### src/rtl/core/hrlp_pkg.sv
`default_nettype none
// ----------------------------------------------------------------------------
// hrlp_pkg
// Shared types, codes and helpers of the hex record line parser.
// ----------------------------------------------------------------------------
package hrlp_pkg;

    // result kinds
    localparam logic [2:0] KIND_DATA    = 3'd0;
    localparam logic [2:0] KIND_OK      = 3'd1;
    localparam logic [2:0] KIND_BAD     = 3'd2;
    localparam logic [2:0] KIND_END     = 3'd3;
    localparam logic [2:0] KIND_INVALID = 3'd4;
    localparam logic [2:0] KIND_TIMEOUT = 3'd5;

    // input opcodes
    localparam logic OP_CHAR = 1'b0;
    localparam logic OP_TICK = 1'b1;

    // configuration register indexes
    localparam int unsigned CFG_INDEX_W = 8;
    localparam logic [CFG_INDEX_W-1:0] CFG_POLL_LIMIT = 8'd0;
    localparam logic [CFG_INDEX_W-1:0] CFG_LINE_LIMIT = 8'd1;

    localparam logic [7:0] POLL_LIMIT_RST = 8'd50;
    localparam logic [7:0] LINE_LIMIT_RST = 8'd255;

    // characters
    localparam logic [7:0] CH_COLON = 8'h3A;
    localparam logic [7:0] CH_LF    = 8'h0A;
    localparam logic [7:0] CH_ZERO  = 8'h30;
    localparam logic [7:0] CH_ONE   = 8'h31;

    // character positions within a line
    localparam logic [7:0] POS_COUNT_END = 8'd2;
    localparam logic [7:0] POS_ADDR_END  = 8'd6;
    localparam logic [7:0] POS_TYPE_HI   = 8'd7;
    localparam logic [7:0] POS_TYPE_LO   = 8'd8;
    localparam logic [9:0] POS_DATA_LEN  = 10'd11;

    // record type as far as known
    localparam logic [1:0] PH_NONE  = 2'd0;
    localparam logic [1:0] PH_DATA  = 2'd1;
    localparam logic [1:0] PH_END   = 2'd2;
    localparam logic [1:0] PH_OTHER = 2'd3;

    // line flag bits
    localparam int unsigned FLAG_BAD_START = 0;
    localparam int unsigned FLAG_NON_HEX   = 1;
    localparam int unsigned FLAG_TYPE_ZERO = 2;

    typedef struct packed {
        logic       opcode;
        logic [7:0] char_code;
    } t_in_item;

    typedef struct packed {
        logic [2:0]  kind;
        logic [7:0]  data_byte;
        logic [15:0] load_address;
        logic [7:0]  byte_count;
        logic        end_seen;
        logic        last;
    } t_out_item;

    // results of one item, first result in res0
    typedef struct packed {
        logic [1:0] num;
        t_out_item  res0;
        t_out_item  res1;
    } t_push;

    // hex digit value, bit 4 set when the character is a hex digit
    function automatic logic [4:0] hex_value(input logic [7:0] c);
        logic [4:0] v;
        v = 5'd0;
        if (c >= 8'h30 && c <= 8'h39) begin
            v = {1'b1, c[3:0]};
        end else if ((c >= 8'h41 && c <= 8'h46) || (c >= 8'h61 && c <= 8'h66)) begin
            v = {1'b1, c[3:0] + 4'd9};
        end
        return v;
    endfunction

endpackage
`default_nettype wire

### src/rtl/core/hex_record_line_parser_top.sv
`default_nettype none
// ----------------------------------------------------------------------------
// hex_record_line_parser_top
// Intel HEX line parser: serial characters and idle ticks in, data bytes and
// one status per line out.
// ----------------------------------------------------------------------------
// Each input transfer is either a received character or an idle tick.
// The parser takes one transfer per clock cycle and updates its line state in
// that same cycle; a transfer gives zero, one or two results (a data byte
// and/or the line status), which go into a four-entry result queue that
// feeds the output channel. The input is ready whenever the queue has room
// for two results, so with the output taken every cycle the block sustains
// one transfer per cycle; a run of two-result transfers is limited by the
// single output port to one result per cycle. Data bytes carry their address
// (record address plus byte index); each line ends with exactly one status.
// end_seen is sticky once an end-of-file record is seen and only reset
// clears it. Configuration writes are accepted in every cycle and must only
// be issued while the block is idle.
// ----------------------------------------------------------------------------
module hex_record_line_parser_top
    import hrlp_pkg::*;
(
    input  wire logic                   i_clk,
    input  wire logic                   i_rst_n,
    // item input
    input  wire logic                   i_in_valid,
    output logic                        o_in_ready,
    input  wire t_in_item               i_in_item,
    // result output
    output logic                        o_out_valid,
    input  wire logic                   i_out_ready,
    output t_out_item                   o_out_item,
    // configuration writes
    input  wire logic                   i_cfg_valid,
    output logic                        o_cfg_ready,
    input  wire logic [CFG_INDEX_W-1:0] i_cfg_index,
    input  wire logic [7:0]             i_cfg_data
);

    logic [7:0] r_poll_limit;
    logic [7:0] r_line_limit;
    logic       in_fire;
    logic       room;
    t_push      push;

    // config registers, writes beyond the list are dropped
    assign o_cfg_ready = 1'b1;

    always_ff @(posedge i_clk) begin
        if (!i_rst_n) begin
            r_poll_limit <= POLL_LIMIT_RST;
            r_line_limit <= LINE_LIMIT_RST;
        end else if (i_cfg_valid) begin
            case (i_cfg_index)
                CFG_POLL_LIMIT: r_poll_limit <= i_cfg_data;
                CFG_LINE_LIMIT: r_line_limit <= i_cfg_data;
                default: ;
            endcase
        end
    end

    // input transfer when the queue can take a full two-result burst
    assign o_in_ready = room;
    assign in_fire    = i_in_valid && room;

    hrlp_parse u_parse (
        .i_clk        (i_clk),
        .i_rst_n      (i_rst_n),
        .i_fire       (in_fire),
        .i_item       (i_in_item),
        .i_poll_limit (r_poll_limit),
        .i_line_limit (r_line_limit),
        .o_push       (push)
    );

    hrlp_out_fifo u_out_fifo (
        .i_clk     (i_clk),
        .i_rst_n   (i_rst_n),
        .i_push_en (in_fire),
        .i_push    (push),
        .o_room    (room),
        .o_valid   (o_out_valid),
        .i_ready   (i_out_ready),
        .o_item    (o_out_item)
    );

endmodule
`default_nettype wire

### src/rtl/core/hrlp_parse.sv
`default_nettype none
// ----------------------------------------------------------------------------
// hrlp_parse
// Per-line parse state and the combinational update for one transfer.
// ----------------------------------------------------------------------------
module hrlp_parse
    import hrlp_pkg::*;
(
    input  wire logic     i_clk,
    input  wire logic     i_rst_n,
    input  wire logic     i_fire,
    input  wire t_in_item i_item,
    input  wire logic [7:0] i_poll_limit,
    input  wire logic [7:0] i_line_limit,
    output t_push         o_push
);

    logic [1:0]  r_phase, n_phase;
    logic [7:0]  r_pos, n_pos;
    logic [7:0]  r_polls, n_polls;
    logic [3:0]  r_high, n_high;
    logic [7:0]  r_count, n_count;
    logic [15:0] r_addr, n_addr;
    logic [7:0]  r_idx, n_idx;
    logic [2:0]  r_flags, n_flags;
    logic        r_done, n_done;

    logic [4:0]  hv;
    logic        is_char;
    logic        ended;
    logic        hex_used;
    logic [2:0]  end_kind;

    always_comb begin
        hv       = hex_value(i_item.char_code);
        is_char  = (i_item.opcode == OP_CHAR);
        n_phase  = r_phase;
        n_pos    = r_pos;
        n_polls  = r_polls;
        n_high   = r_high;
        n_count  = r_count;
        n_addr   = r_addr;
        n_idx    = r_idx;
        n_flags  = r_flags;
        n_done   = r_done;
        ended    = 1'b0;
        hex_used = 1'b0;
        end_kind = KIND_INVALID;
        o_push   = '0;

        if (i_poll_limit == 8'd0) begin
            o_push.num  = 2'd1;
            o_push.res0 = '{kind: KIND_TIMEOUT, data_byte: 8'd0, load_address: r_addr,
                            byte_count: r_count, end_seen: r_done, last: 1'b1};
            ended = 1'b1;
        end else begin
            if (is_char) begin
                if (r_pos == 8'd0) begin
                    if (i_item.char_code != CH_COLON) n_flags[FLAG_BAD_START] = 1'b1;
                end else if (!r_flags[FLAG_BAD_START]) begin
                    if (r_pos <= POS_COUNT_END) begin
                        n_count  = {r_count[3:0], hv[3:0]};
                        hex_used = 1'b1;
                    end else if (r_pos <= POS_ADDR_END) begin
                        n_addr   = {r_addr[11:0], hv[3:0]};
                        hex_used = 1'b1;
                    end else if (r_pos == POS_TYPE_HI) begin
                        if (i_item.char_code == CH_ZERO) n_flags[FLAG_TYPE_ZERO] = 1'b1;
                    end else if (r_pos == POS_TYPE_LO) begin
                        if (r_flags[FLAG_TYPE_ZERO] && i_item.char_code == CH_ZERO) begin
                            n_phase = PH_DATA;
                        end else if (r_flags[FLAG_TYPE_ZERO] && i_item.char_code == CH_ONE) begin
                            n_phase = PH_END;
                        end else begin
                            n_phase = PH_OTHER;
                        end
                    end else if (r_phase == PH_DATA && r_idx < r_count
                                 && i_item.char_code != CH_LF) begin
                        hex_used = 1'b1;
                        // odd positions carry the high digit
                        if (r_pos[0]) begin
                            n_high = hv[3:0];
                        end else begin
                            o_push.num  = 2'd1;
                            o_push.res0 = '{kind: KIND_DATA, data_byte: {r_high, hv[3:0]},
                                            load_address: r_addr + {8'd0, r_idx},
                                            byte_count: r_count, end_seen: r_done,
                                            last: 1'b0};
                            n_idx = r_idx + 8'd1;
                        end
                    end
                    if (hex_used && !hv[4]) n_flags[FLAG_NON_HEX] = 1'b1;
                end

                n_pos = r_pos + 8'd1;
                ended = (i_item.char_code == CH_LF) || (i_line_limit <= 8'd1)
                        || (n_pos >= i_line_limit - 8'd1);

                if (n_flags[FLAG_BAD_START]) begin
                    end_kind = KIND_BAD;
                end else if (n_phase == PH_END) begin
                    end_kind = KIND_END;
                    n_done   = 1'b1;
                end else if (n_phase == PH_DATA && i_item.char_code == CH_LF
                             && !n_flags[FLAG_NON_HEX]
                             && {2'b00, r_pos} == POS_DATA_LEN + {1'b0, n_count, 1'b0}) begin
                    end_kind = KIND_OK;
                end else begin
                    end_kind = KIND_INVALID;
                end
                if (!ended) n_done = r_done;
            end

            if (!ended) begin
                n_polls = r_polls + 8'd1;
                if (n_polls >= i_poll_limit) begin
                    ended    = 1'b1;
                    end_kind = KIND_TIMEOUT;
                end
            end

            if (ended) begin
                if (o_push.num == 2'd0) begin
                    o_push.num  = 2'd1;
                    o_push.res0 = '{kind: end_kind, data_byte: 8'd0, load_address: n_addr,
                                    byte_count: n_count, end_seen: n_done, last: 1'b1};
                end else begin
                    o_push.num  = 2'd2;
                    o_push.res1 = '{kind: end_kind, data_byte: 8'd0, load_address: n_addr,
                                    byte_count: n_count, end_seen: n_done, last: 1'b1};
                end
            end else if (o_push.num != 2'd0) begin
                o_push.res0.last = 1'b1;
            end
        end

        // new line after any status
        if (ended) begin
            n_phase = PH_NONE;
            n_pos   = 8'd0;
            n_polls = 8'd0;
            n_high  = 4'd0;
            n_count = 8'd0;
            n_addr  = 16'd0;
            n_idx   = 8'd0;
            n_flags = 3'd0;
        end
    end

    always_ff @(posedge i_clk) begin
        if (!i_rst_n) begin
            r_phase <= PH_NONE;
            r_pos   <= 8'd0;
            r_polls <= 8'd0;
            r_high  <= 4'd0;
            r_count <= 8'd0;
            r_addr  <= 16'd0;
            r_idx   <= 8'd0;
            r_flags <= 3'd0;
            r_done  <= 1'b0;
        end else if (i_fire) begin
            r_phase <= n_phase;
            r_pos   <= n_pos;
            r_polls <= n_polls;
            r_high  <= n_high;
            r_count <= n_count;
            r_addr  <= n_addr;
            r_idx   <= n_idx;
            r_flags <= n_flags;
            r_done  <= n_done;
        end
    end

endmodule
`default_nettype wire

### src/rtl/core/hrlp_out_fifo.sv
`default_nettype none
// ----------------------------------------------------------------------------
// hrlp_out_fifo
// Four-entry result queue taking up to two results per cycle.
// ----------------------------------------------------------------------------
module hrlp_out_fifo
    import hrlp_pkg::*;
(
    input  wire logic      i_clk,
    input  wire logic      i_rst_n,
    input  wire logic      i_push_en,
    input  wire t_push     i_push,
    output logic           o_room,
    output logic           o_valid,
    input  wire logic      i_ready,
    output t_out_item      o_item
);

    t_out_item  r_mem [4];
    logic [1:0] r_wr_ptr, n_wr_ptr;
    logic [1:0] r_rd_ptr, n_rd_ptr;
    logic [2:0] r_count, n_count;
    logic [1:0] push_num;
    logic       pop;

    assign push_num = i_push_en ? i_push.num : 2'd0;
    assign o_valid  = (r_count != 3'd0);
    assign o_item   = r_mem[r_rd_ptr];
    assign o_room   = (r_count <= 3'd2);
    assign pop      = o_valid && i_ready;

    always_comb begin
        n_wr_ptr = r_wr_ptr + push_num;
        n_rd_ptr = r_rd_ptr + {1'b0, pop};
        n_count  = r_count + {1'b0, push_num} - {2'b00, pop};
    end

    always_ff @(posedge i_clk) begin
        if (push_num != 2'd0) r_mem[r_wr_ptr] <= i_push.res0;
        if (push_num == 2'd2) r_mem[r_wr_ptr + 2'd1] <= i_push.res1;
    end

    always_ff @(posedge i_clk) begin
        if (!i_rst_n) begin
            r_wr_ptr <= 2'd0;
            r_rd_ptr <= 2'd0;
            r_count  <= 3'd0;
        end else begin
            r_wr_ptr <= n_wr_ptr;
            r_rd_ptr <= n_rd_ptr;
            r_count  <= n_count;
        end
    end

endmodule
`default_nettype wire

### config.mk
export PLATFORM = sky130hd
export DESIGN_NAME = hex_record_line_parser_top
export DESIGN_NICKNAME = d
export VERILOG_FILES = /design/src/rtl/core/hrlp_pkg.sv /design/src/rtl/core/hex_record_line_parser_top.sv /design/src/rtl/core/hrlp_parse.sv /design/src/rtl/core/hrlp_out_fifo.sv
export SDC_FILE = /design/constraint.sdc
export NUM_CORES = 1
export LEC_CHECK = 0
export ABC_AREA = 0
export CORE_MARGIN = 2
export CORE_UTILIZATION = 38
export DETAILED_ROUTE_END_ITERATION = 6
export DONT_BUFFER_PORTS = 1
export GPL_TIMING_DRIVEN = 0
export PLACE_DENSITY = 0.58
export SLEW_MARGIN = 20
export SYNTH_ARGS = -nofsm -noshare
export SYNTH_HDL_FRONTEND = slang
export SYNTH_SLANG_ARGS = --single-unit
### constraint.sdc
create_clock -name i_clk -period 5.9 [get_ports i_clk]
set_input_delay 1.18 -clock i_clk [delete_from_list [all_inputs] [get_ports i_clk]]
set_output_delay 1.18 -clock i_clk [all_outputs]
set_load 0.05 [all_outputs]
Word level (Yosys, flattened, before mapping)
Memories as Yosys holds them, arrays and structs flattened. A register that Yosys moved wholly into a read port is not among the register bits.
Index checks and enable logic that the tools add are counted.
Cells by class
  equal/unequal tests: 23
  reductions and logical operators: 38
  $add $sub $neg: 12
  mux-type cells: 124
  bitwise gates (word level): 1
  $lt $le $gt $ge: 13
Operators with widths (count)
  $mux W39: 10
  $mux W8: 25
  $mux W37: 4
  $mux W16: 7
  $mux W38: 2
  $mux W4: 11
  $mux W2: 19
  $mux W1: 35
  $mux W3: 9
  $add A8 B1 Y8 const B: 3
  $logic_not A8 Y1: 3
  $reduce_and A11 Y1: 2
  $add A16 B8 Y16: 1
  $eq A8 B4 Y1 const B: 2
  $eq A8 B6 Y1 const B: 2
  $ge A8 B7 Y1 const B: 2
  $ge A8 B8 Y1: 2
  $le A8 B7 Y1 const B: 2
  $ne A2 B1 Y1 const B: 8
  $logic_and A1 B1 Y1: 13
  $reduce_bool A2 Y1: 6
  $add A4 B9 Y10 const A: 1
  $eq A8 B10 Y1: 1
  $mux W5: 2
  other kinds (29): 39
Storage, ports and cells
  output and inout bits: 40
  memories kept: 1
  memory bits (writable): 148
  logic and storage cells: 227
  bits of input ports: 30
  register bits after elaboration: 81
Memories
  u_out_fifo.r_mem: depth 4, bits a word 37, rd ports 1, clocked after memory_dff 1, write ports 2, RTL line hrlp_out_fifo.sv:19  | t_out_item r_mem [4];

Longest topological paths before layout
  depth after elaboration: 34
  depth in mapped cells: 21

Hierarchy
A second synthesis with hierarchy kept.
Unflattened totals
  cells, all modules: 1269
  area total of the unflattened synthesis: 14224.9 sq um
By module, submodules not included
  hrlp_out_fifo: sequential area each 4584.4 sq um, area an instance 7651.1 sq um, times used 1, cells an instance 410
  hrlp_parse: sequential area each 1161.1 sq um, area an instance 5846.9 sq um, times used 1, cells an instance 786
  hex_record_line_parser_top: sequential area each 320.3 sq um, area an instance 726.9 sq um, times used 1, cells an instance 73

Least setup slack after synthesis
No wires, ideal clock.
  path type: in2reg
  start: in i_in_item[3] (netlist bit)
  end: mem u_out_fifo.r_mem[0][0] (netlist bit) (enable)
  stages: 15
  arrival time: 4.260 ns
  slack: 1.256 ns
  path through: buf_2 nor2b_1 and3_1 nor4b_1 o31ai_1 nor2_2 nand3_2 inv_2 ha_1 nand3_1 nor2_1 nand3_1 and2_1 clkbuf_1 inv_1
RTL lines
  start, declared: RTL line hex_record_line_parser_top.sv:28  | input wire t_in_item i_in_item,
  end, declared: RTL line hrlp_out_fifo.sv:19

==> impl_metrics.yaml <==
die:
  top_level_ports: 70
  coreArea_um2: 32600
  fp.dieW_um: 186
  die_footprint_um2: 34700
  start_util: 0.388
  core.rowCount: 66
  die_height_um: 186
grt:
  first_pass_grt_wire_length_um: 60700
  grt_max_degree: 30
  grt_pass1_vias: 10077
  track_usage: 0.222
  grt_antenna_before_repair: 0
  overflow: 0
critical_path:
  critical_path.startpoint_type: "flop"
  regToRegSetupSlack_ns: 0.41
  rr_endpoint: "u_out_fifo.r_mem[3][10]"
  endpoint_kind: "flop"
  worstReg2RegStart: "u_parse.r_pos[0]"
  endpoint: "u_out_fifo.r_mem[3][10]"
  arrival_ns: 5.67
  worstPathMaxFanout: 29
  crit_required_ns: 6.07
  worst-r2r-cell-count: 18
  setup.worst_path.class: "flop to flop"
  cp-startpoint: "u_parse.r_pos[0]"
timing:
  rsz0062_at_grt: "false"
  finalHoldViolations: 0
  slew_headroom: 0.213
  tightest_slew_ns: 1.17
  post_route_skew_ns: 0.0266
  final_min_period_over_clock_period: 0.931
  fmax_mhz: 182
  final_period_minus_worst_setup_slack_ns: 5.49
  setup_tns_ns: 0
  timing_max_transition_violations_final: 0
  setup_viol_count_final: 0
power:
  vdd.ir_drop.worst_v: 0.000284
  switching_share: 0.310
  power_frac_seq: 0.408
  p_sw_uw: 1280
  clock_power_share: 0.405
  pwr-share-comb: 0.187
  power.density_cell_area_nw_per_um2: 293
  cellInternalPower_uw: 2860
  power.leakage_uw: 0.00483
clock_network:
  cts.sinks: 229
  tritoncts_buffer_count: 27
  ctsHtreeMaxLevel: 1
  worst_setup_hold_path_clk_slew_ns: 0.06
  number_of_buffers_between_clock_root_and_the_deepest_sink: 3
  cts_tree: "done"
  post_cts_hold_buffer_count: 0
  cts.root.buffer_cell: "sky130_fd_sc_hd__clkbuf_16"
  clk-insertion-delay-late_ns: 0.57
worst_hold_path:
  holdCritPathClass: "flop to flop"
place:
  gpl_congestion: 0.915
  dp_hpwl_um: 27700
  place.port_buffers: 0
routing:
  via_count: 10416
  post_drt_wl_per_cell_um: 22.4
  remaining_design_rule_violation_count: 0
  routed_via_density: 5.97
  sum_of_routed_wire_length_over_all_layers_um: 39100
  detail_route.first_pass.iterations: 6
  first_iter_violations: 1035
  drtAntennaViolNets: 0
logic_synthesis:
  ys_dominant_reg_cell: "sky130_fd_sc_hd__edfxtp_1"
  mappedNetlistArea_um2: 12600
  synth_enable_flop_cells: 116
  synth_seq_area_share: 0.454
  synth_nets: 1331
  synth-async-reset-ratio: 0
  yosysWarningCount: 0
  ys_ff_latch: 229
  netlist-cell-type-count: 79
  synthesis.instances: 1250
  syn_avg_cell_area_um2: 10.1
finish:
  nets: 1362
  antenna-diode-count: 0
  layout.filler_cells: 3159
  post_route_cells_drive_above_1_share: 0.106
  layout-area-overhead-vs-synth_pct: 11.9
  finalCoreUtilization: 0.434
flow_run:
  drv_cap: 0
status:
  status: "finished, final reports clean"
## cell type report
| type | instances | area [µm²] | area share |
|---|---|---|---|
| Clock inverter | 18 | 170 | 0.0120 |
| Clock buffer | 32 | 714 | 0.0505 |
| Buffer | 80 | 352 | 0.0249 |
| Sequential cell | 229 | 5750 | 0.406 |
| Multi-Input combinational cell | 897 | 6380 | 0.451 |
| Inverter | 44 | 168 | 0.0119 |
| Tap cell | 442 | 553 | 0.0391 |
| Timing Repair Buffer | 2 | 55.1 | 0.00389 |
## per-layer routing
layer	vias to the layer above	track usage	part of all wire	wire length [µm]
li1	4808	-	-	-
met1	5041	0.315	0.44	17200
met2	499	0.349	0.45	17800
met3	68	0.0395	0.081	3170
met4	0	0.0609	0.025	970
met5	-	0	0	0
## power by group through the flow
stage	logic [µW]	clock network, µW	registers [µW]
after floorplan	623	0	1720
after global placement	778	0	1720
after detailed placement	780	0	1720
after CTS	782	1690	1690
after global routing	817	1760	1690
final	775	1680	1690
## layout by cell type, fill, tap and decap left out, drive strengths merged, types with 8 or more instances in the layout
| cell | Yosys | layout |
|---|---|---|
| nor2 | 120 | 120 |
| edfxtp | 116 | 116 |
| dfxtp | 113 | 113 |
| o22ai | 106 | 106 |
| nand2 | 103 | 103 |
| clkbuf | 58 | 91 |
| o21ai | 81 | 81 |
| a21oi | 60 | 60 |
| ha | 49 | 49 |
| inv | 44 | 46 |
| mux4 | 37 | 37 |
| xnor2 | 33 | 33 |
| mux2i | 33 | 33 |
| nand3 | 31 | 31 |
| a22oi | 29 | 29 |
| buf | 22 | 23 |
| nor3 | 19 | 19 |
| and2 | 19 | 19 |
| nor4 | 14 | 14 |
| clkinv | 0 | 14 |
| xor2 | 11 | 11 |
| and3 | 11 | 11 |
| or3 | 11 | 11 |
| a21o | 10 | 10 |
| o21a | 10 | 10 |
| o221ai | 9 | 9 |
| nor2b | 8 | 8 |
| o211ai | 8 | 8 |
## registers in the layout (all words and copies together) (netlist names), 3 cells and up
register	count
r_line_limit	8
r_poll_limit	8
u_out_fifo.r_count	3
u_out_fifo.r_mem	148
u_parse.r_addr	16
u_parse.r_count	8
u_parse.r_flags	3
u_parse.r_high	4
u_parse.r_idx	8
u_parse.r_polls	8
u_parse.r_pos	8
## through the flow
stage | cell area (µm²) | power [µW] | setup slack, ns | hold WS [ns] | cells
CTS | 14100 | 4170 | 0.348 | 0.456 | 1744
finish | 14100 | 4140 | 0.406 | 0.452 | 1744
floorplan | 12600 | 2340 | 1.26 | 0.420 | 1250
detailed placement | 13300 | 2500 | 0.0230 | 0.442 | 1694
global route | 14100 | 4270 | 0.0310 | 0.484 | 1744
global placement | 13200 | 2500 | -0.418 | 0.429 | 1692
## cells by family after synthesis
family / Yosys count / share of synthesized area
fa+ha+maj: 51 / 0.0517
simple gates: 371 / 0.144
mux: 70 / 0.0930
xor+xnor: 44 / 0.0305
other cells: 1 / 0.000297
buf+inv: 124 / 0.0408
compound gates: 360 / 0.185
flops: 229 / 0.454
## critical path: stages (launching register included)
cell and delay, ns:
sky130_fd_sc_hd__dfxtp_1 0.46, sky130_fd_sc_hd__and3_1 0.19, sky130_fd_sc_hd__clkbuf_1 0.27, sky130_fd_sc_hd__and3_1 0.23, sky130_fd_sc_hd__nand3_1 0.10, sky130_fd_sc_hd__xnor2_1 0.17
sky130_fd_sc_hd__ha_1 0.31, sky130_fd_sc_hd__nor2b_1 0.14, sky130_fd_sc_hd__nor4_1 0.06, sky130_fd_sc_hd__o22ai_1 0.41, sky130_fd_sc_hd__and2b_4 0.28, sky130_fd_sc_hd__inv_2 0.19
sky130_fd_sc_hd__ha_1 0.20, sky130_fd_sc_hd__nand3_1 0.19, sky130_fd_sc_hd__nor2_1 0.36, sky130_fd_sc_hd__nand2_1 0.33, sky130_fd_sc_hd__and2_1 0.27, sky130_fd_sc_hd__clkbuf_1 0.25
sky130_fd_sc_hd__inv_2 0.65
## how the worst min path moves through the flow
| stage | startpoint | to | slack [ns] | cells past startpoint |
|---|---|---|---|---|
| 6_report | u_out_fifo.r_mem[1][29] | u_out_fifo.r_mem[1][29] | 0.45 | 2 |
| 5_1_grt | u_out_fifo.r_mem[3][27] | u_out_fifo.r_mem[3][27] | 0.48 | 2 |
| 4_1_cts | u_out_fifo.r_mem[3][31] | u_out_fifo.r_mem[3][31] | 0.46 | 2 |
| 3_5_place_dp | u_out_fifo.r_mem[3][31] | u_out_fifo.r_mem[3][31] | 0.44 | 2 |
| 3_3_place_gp | u_out_fifo.r_mem[1][27] | u_out_fifo.r_mem[1][27] | 0.43 | 2 |
| 2_1_floorplan | u_out_fifo.r_mem[2][26] | u_out_fifo.r_mem[2][26] | 0.42 | 2 |
## cell usage after synthesis (11+ instances only)
| cell | instances | area share |
|---|---|---|
| sky130_fd_sc_hd__or3_1 | 11 | 0.0054 |
| sky130_fd_sc_hd__inv_1 | 41 | 0.012 |
| sky130_fd_sc_hd__nand3_1 | 30 | 0.012 |
| sky130_fd_sc_hd__mux2i_1 | 32 | 0.025 |
| sky130_fd_sc_hd__a22oi_1 | 28 | 0.017 |
| sky130_fd_sc_hd__nand2_1 | 103 | 0.031 |
| sky130_fd_sc_hd__ha_1 | 49 | 0.048 |
| sky130_fd_sc_hd__xnor2_1 | 33 | 0.023 |
| sky130_fd_sc_hd__clkbuf_1 | 58 | 0.017 |
| sky130_fd_sc_hd__mux4_2 | 37 | 0.066 |
| sky130_fd_sc_hd__o21ai_0 | 74 | 0.029 |
| sky130_fd_sc_hd__and2_1 | 18 | 0.0089 |
| sky130_fd_sc_hd__nor4_1 | 12 | 0.0059 |
| sky130_fd_sc_hd__dfxtp_1 | 113 | 0.18 |
| sky130_fd_sc_hd__xor2_1 | 11 | 0.0076 |
| sky130_fd_sc_hd__nor2_1 | 115 | 0.034 |
| sky130_fd_sc_hd__edfxtp_1 | 116 | 0.28 |
| sky130_fd_sc_hd__and3_1 | 11 | 0.0054 |
| sky130_fd_sc_hd__nor3_1 | 19 | 0.0075 |
| sky130_fd_sc_hd__o22ai_1 | 106 | 0.052 |
| sky130_fd_sc_hd__a21oi_1 | 57 | 0.023 |
## timing repair
action	in CTS	in global routing
buffers inserted	0	0
setup endpoints to repair	0	48
gates resized for setup	0	3
(Power assumes the default switching activity.)
